<file path="src/hw/rtl/mips_subset_single_cycle_core_top_assert.svh">
// Assertion macros for the MIPS subset core top level.
// Depends on nothing; define ASSERT_OFF to compile the checks away.
`ifndef MIPS_SUBSET_SINGLE_CYCLE_CORE_TOP_ASSERT_SVH
`define MIPS_SUBSET_SINGLE_CYCLE_CORE_TOP_ASSERT_SVH
`ifndef ASSERT_OFF
// Same-cycle implication, disabled while reset is asserted.
`define MSC_ASSERT_IMP(label, clk, rst_n, ante, cons) \
    label: assert property (@(posedge clk) disable iff (!rst_n) (ante) |-> (cons)) \
        else $error("core check failed: same-cycle implication");
// Next-cycle implication, disabled while reset is asserted.
`define MSC_ASSERT_NXT(label, clk, rst_n, ante, cons) \
    label: assert property (@(posedge clk) disable iff (!rst_n) (ante) |=> (cons)) \
        else $error("core check failed: next-cycle implication");
`else
`define MSC_ASSERT_IMP(label, clk, rst_n, ante, cons)
`define MSC_ASSERT_NXT(label, clk, rst_n, ante, cons)
`endif
`endif

</file>
<file path="src/hw/rtl/msc_pkg.sv">
// Shared constants, types and helpers for the MIPS subset core.
// Used by every module of the core; depends on nothing.
package msc_pkg;

    localparam int DMEM_WORDS = 16384;
    localparam int DMEM_AW    = $clog2(DMEM_WORDS);
    localparam int NUM_REGS   = 32;
    localparam int REG_AW     = 5;
    localparam int LOAD_IDX_W = 14;

    // Primary opcodes.
    localparam logic [5:0] OPC_RTYPE = 6'h00;
    localparam logic [5:0] OPC_J     = 6'h02;
    localparam logic [5:0] OPC_BEQ   = 6'h04;
    localparam logic [5:0] OPC_ADDIU = 6'h09;
    localparam logic [5:0] OPC_LW    = 6'd35;
    localparam logic [5:0] OPC_SW    = 6'd43;
    localparam logic [5:0] OPC_HALT  = 6'd63;

    // R-type function codes.
    localparam logic [5:0] FN_ADDU = 6'h21;
    localparam logic [5:0] FN_SUBU = 6'h23;
    localparam logic [5:0] FN_AND  = 6'h24;
    localparam logic [5:0] FN_OR   = 6'h25;
    localparam logic [5:0] FN_NOR  = 6'h27;

    // Item operations.
    localparam logic OP_EXEC    = 1'b0;
    localparam logic OP_PRELOAD = 1'b1;

    typedef struct packed {
        logic [31:0]       next_pc;
        logic              halted;
        logic              reg_written;
        logic [REG_AW-1:0] reg_index;
        logic [31:0]       reg_value;
        logic              load_pending;
        logic              mem_written;
        logic [31:0]       mem_address;
        logic [31:0]       mem_value;
        logic              misaligned;
    } t_result;

    typedef struct packed {
        logic               we;
        logic               re;
        logic [DMEM_AW-1:0] idx;
        logic [31:0]        wdata;
    } t_dmem_req;

    typedef struct packed {
        logic              we;
        logic [REG_AW-1:0] idx;
        logic [31:0]       data;
    } t_rf_wr;

    function automatic logic [31:0] sign_ext16(input logic [15:0] v);
        return {{16{v[15]}}, v};
    endfunction

endpackage

</file>
<file path="src/hw/rtl/msc_regfile.sv">
// 32-entry register file with two registered read ports and one write port.
// Depends on msc_pkg; unwritten entries read as zero through per-entry valid bits.
module msc_regfile (
    input  logic                          i_clk,
    input  logic                          i_rst_n,
    input  logic                          i_rd_en,
    input  logic [msc_pkg::REG_AW-1:0]    i_rd_addr_a,
    input  logic [msc_pkg::REG_AW-1:0]    i_rd_addr_b,
    input  msc_pkg::t_rf_wr               i_wr,
    output logic [31:0]                   o_rd_a,
    output logic [31:0]                   o_rd_b
);
    import msc_pkg::*;

    logic [31:0]         r_mem [0:NUM_REGS-1];
    logic [NUM_REGS-1:0] r_vld;
    logic [31:0]         r_q_a;
    logic [31:0]         r_q_b;
    logic                r_qv_a;
    logic                r_qv_b;

    always_ff @(posedge i_clk) begin
        if (i_wr.we) begin
            r_mem[i_wr.idx] <= i_wr.data;
        end
        if (i_rd_en) begin
            r_q_a <= r_mem[i_rd_addr_a];
            r_q_b <= r_mem[i_rd_addr_b];
        end
    end

    always_ff @(posedge i_clk) begin
        if (!i_rst_n) begin
            r_vld  <= '0;
            r_qv_a <= 1'b0;
            r_qv_b <= 1'b0;
        end else begin
            if (i_wr.we) begin
                r_vld[i_wr.idx] <= 1'b1;
            end
            if (i_rd_en) begin
                r_qv_a <= r_vld[i_rd_addr_a];
                r_qv_b <= r_vld[i_rd_addr_b];
            end
        end
    end

    assign o_rd_a = r_qv_a ? r_q_a : '0;
    assign o_rd_b = r_qv_b ? r_q_b : '0;

endmodule

</file>
<file path="config.mk">
export PLATFORM = sky130hd
export DESIGN_NAME = msc_regfile
export DESIGN_NICKNAME = d
export VERILOG_FILES = /design/src/hw/rtl/mips_subset_single_cycle_core_top_assert.svh /design/src/hw/rtl/msc_pkg.sv /design/src/hw/rtl/msc_regfile.sv
export SDC_FILE = /design/constraint.sdc
export NUM_CORES = 1
export LEC_CHECK = 0
export BUFFER_PORTS_ARGS = -buffer_cell sky130_fd_sc_hd__buf_2
export CAP_MARGIN = 20
export CORE_MARGIN = 4
export CORE_UTILIZATION = 50
export CTS_BUF_LIST = sky130_fd_sc_hd__clkbuf_8
export CTS_CLUSTER_DIAMETER = 80
export DETAILED_ROUTE_END_ITERATION = 8
export MAX_ROUTING_LAYER = met4
export PLACE_DENSITY = 0.74
export SLEW_MARGIN = 20
export SYNTH_ARGS = -nofsm -noshare
export SYNTH_HDL_FRONTEND = slang
export SYNTH_SLANG_ARGS = --single-unit
</file>
<file path="constraint.sdc">
create_clock -name i_clk -period 8.2 [get_ports i_clk]
set_input_delay 0.41 -clock i_clk [delete_from_list [all_inputs] [get_ports i_clk]]
set_output_delay 0.41 -clock i_clk [all_outputs]
set_load 0.02 [all_outputs]
</file>
==> metrics.md <==
| Metric | Value |
|---|---|
| Outcome | finished, final reports clean |
| Simple-Gate Fraction of Synth Area | 0.0151 |
| Endpoints failing setup | 0 |
| Later-pin clock latency in the skew report | 0.84 ns |
| Syn Nets | 2268 |
| Initial DRC count | 3907 |
| Register area share after synthesis | 0.657 |
| Crit Path Class | in2reg |
| Critical path arrival | 3.47 ns |
| Clk sinks | 1122 |
| Syn-to-layout area delta | 10.8% |
| First-pass GRT wire length | 196 mm |
| Power Density | 210 mW/mm^2 |
| TritonRoute pass-1 iters | 5 |
| Worst path bufs/invs | 2 |
| Min Tclk post-route | 2.88 ns |
| Hold Fails Final Rpt | 0 |
| Port bufs | 114 |
| Unrepaired setup endpoints after global routing | no |
| DR DRC count | 0 |
| CTS Buf Count | 177 |
| Worst-path cell chain | buf_8 > buf_4 > mux4_2 > mux4_2 > mux2_2 |
| Drt wl/cell | 34.9 um |
| Post-route cell area | 0.0562 mm^2 |
| Clock Pin Slew Worst Setup and Hold Paths | 0.06 ns |
| Vias in the first global route | 28100 |
| Largest family of logic cells by synthesized area | multiplexers |
| Synth Area in XOR/XNOR | 0 |
| Row Count | 116 |
| Routed WL | 136 mm |
| Slew @ Worst Pin | 1.16 ns |
| Compound-Gate Fraction of Synth Area | 0.00727 |
| Root Driver | clkbuf_8 |
| Final Wtd Congestion | 0.798 |
| H-tree levels | 4 |
| Multiplexer share of the synthesized area | 0.305 |
| Synthesized area | 0.0507 mm^2 |
| Final TNS setup | 0 ns |
| Die H | 327 um |
| Hold_ws | 0.0598 ns |
| Hpwl dp | 67.7 mm |
| Chip width | 327 um |
| Req. time, crit path | 8.79 ns |
| Mean Syn Cell Area | 22.9 um^2 |
| VDD IR-drop max | 151 uV |
| Cell taking the most area after synthesis | edfxtp_1 |
| Post-Syn Instances | 2217 |
| Relative slew slack | 0.229 |
| Number of library cell types mapped by synthesis | 27 |
| Slowest-stage cell, CP | buf_4 |
| Post-synth top flop | edfxtp_1 |
| GRT Overall Usage | 0.265 |
| Post-placement cell area | 0.0529 mm^2 |
| Max-cap violations | 0 |
| Initial antenna violation count | 10 |
| Fin. max-slew vios | 0 |
| Adder-cell share of the synthesized area | 0 |
| Layout cells sized above 1 | 0.447 |
| Max Clk Rate | 347 MHz |
| Pin count of the biggest net entering global routing | 164 |
| Async S/R FF share, synth | 0 |
| Filler cells | 7298 |
| CORE AREA | 0.100 mm^2 |
| Vias per cell | 6.85 |
| Post-synth top area share | 0.644 |
| Initial Utilization | 0.505 |
| Worst clock skew | 0.0365 ns |
| EDFF count, synth | 1088 |
| Worst stage delay on the critical path | 0.91 ns |
| Ports | 115 |
| Maximum clock path buffer count | 3 |
| Worst Hold Class | in2reg |
| Post-CTS Setup Inserts | 0 |
| P_leak | 17.7 nW |
| Startpoint Class | input pin |
| Delay-heaviest family, CP | buffers and inverters |
| GRT Residual Overflow | 0 |
| Cell mode on critical path | mux4_2 |
| Area contributors post-synth | edfxtp_1 64%, mux4_2 28%, mux2_2 1.4% |
| Worst Setup End Kind | flip-flop |
| CTS tree | done |
| Total number of yosys warnings | 0 |
| DR vias | 26700 |
| Die footprint | 0.107 mm^2 |
| Post-route ant nets | 0 |
| Final nets | 2447 |
| Register bit count reported by yosys | 1122 |
| Crit path max fanout | 74 |
| Fin crit share | 0.351 |
-- layer usage --
| layer | vias to the layer above | routed length, um | global-route usage | part of all wire |
|---|---|---|---|---|
| met4 | 0 | 3770 | 0.0767 | 0.028 |
| met1 | 14400 | 50300 | 0.356 | 0.37 |
| li1 | 10200 | - | - | - |
| met5 | - | 0 | - | 0 |
| met3 | 261 | 15200 | 0.0608 | 0.11 |
| met2 | 1849 | 66800 | 0.412 | 0.49 |
-- area by class of cell --
cell class / count / area, um^2 / share of cell area
Antenna cell: 9 / 22.5 / 0.000401
Clock buffer: 182 / 2500 / 0.0446
Clock inverter: 132 / 722 / 0.0128
Multi-Input combinational cell: 928 / 16800 / 0.299
Sequential cell: 1122 / 33400 / 0.593
Tap cell: 1357 / 1700 / 0.0302
Timing Repair Buffer: 167 / 1080 / 0.0191
-- where the power goes --
part           leakage, nW  internal, mW  switching [mW]
Sequential            10.1          6.40          0.0435
Combinational         5.75         0.449           0.506
Clock                 1.82          2.20            2.22
Total                 17.7          9.05            2.77
-- path summary, 6_finish.rpt --
check / depth (start not counted) / startpoint / slack (ns) / end
min: 1 / i_rd_en / 0.06 / r_q_b[2]$_DFFE_PP_
max: 5 / i_rd_addr_a[0] / 5.32 / r_q_a[23]$_DFFE_PP_
min reg2reg: 1 / r_vld[12]$_SDFFE_PN0P_ / 0.49 / r_vld[12]$_SDFFE_PN0P_
max reg2reg: 3 / r_mem[3][27]$_DFFE_PP_ / 6.19 / r_q_b[27]$_DFFE_PP_
-- cell families after synthesis --
| group | Yosys count |
|---|---|
| buffers and inverters | 167 |
| AOI/OAI and AO/OA | 52 |
| DFF | 1122 |
| and+or+nand+nor | 140 |
| muxes | 736 |
-- cell usage in the layout, fill, tap and decap left out, types with 3 or more instances in the layout --
cell type,n
nor2_1,3
buf_2,105
mux4_2,640
diode_2,9
nand2_1,11
bufinv_16,4
a22oi_1,7
clkbuf_8,182
buf_6,4
clkinv_2,26
nor2_4,32
nand2b_1,3
nor2b_1,4
inv_6,6
inv_8,4
mux2_2,64
dfxtp_1,32
mux2i_1,32
o21a_1,32
buf_8,4
edfxtp_1,1088
nand3_1,9
buf_4,50
and2_1,66
nand3b_1,5
inv_1,40
clkinv_1,49
a21oi_1,6
or3b_2,3
buf_12,3
-- synthesized netlist by cell type (6+ instances only) --
cell	n
dfxtp_1	34
nand2_1	11
a21oi_1	6
nand3_1	9
a22oi_1	7
and2_1	66
clkbuf_1	74
edfxtp_1	1088
buf_1	31
nor2_1	35
mux2i_1	32
buf_6	16
mux2_2	64
o21a_1	32
mux4_2	640
buf_2	46
-- repair_timing --
item,4_1_cts,5_1_grt
resized for setup,0,0
endpoints found under the hold margin,18,0
hold buffers,1,0
-- state kept, by name, indices dropped and copies added, names as in the netlist --
| name | cells |
|---|---|
| r_q_b | 32 |
| r_qv_b | 1 |
| r_qv_a | 1 |
| r_q_a | 32 |
| r_mem | 1024 |
| r_vld | 32 |
-- stage by stage --
step                      utilization  cells  setup WS [ns]  total power, mW
after global placement          0.527   3573           4.44             7.49
final                           0.560   3897           5.32             11.8
after floorplan                     -   2217           5.32             7.19
after CTS                       0.559   3888           5.30             11.9
after detailed placement        0.527   3573           4.40             7.52
after global routing            0.560   3896           5.14             12.2
(Power assumes the default switching activity.)
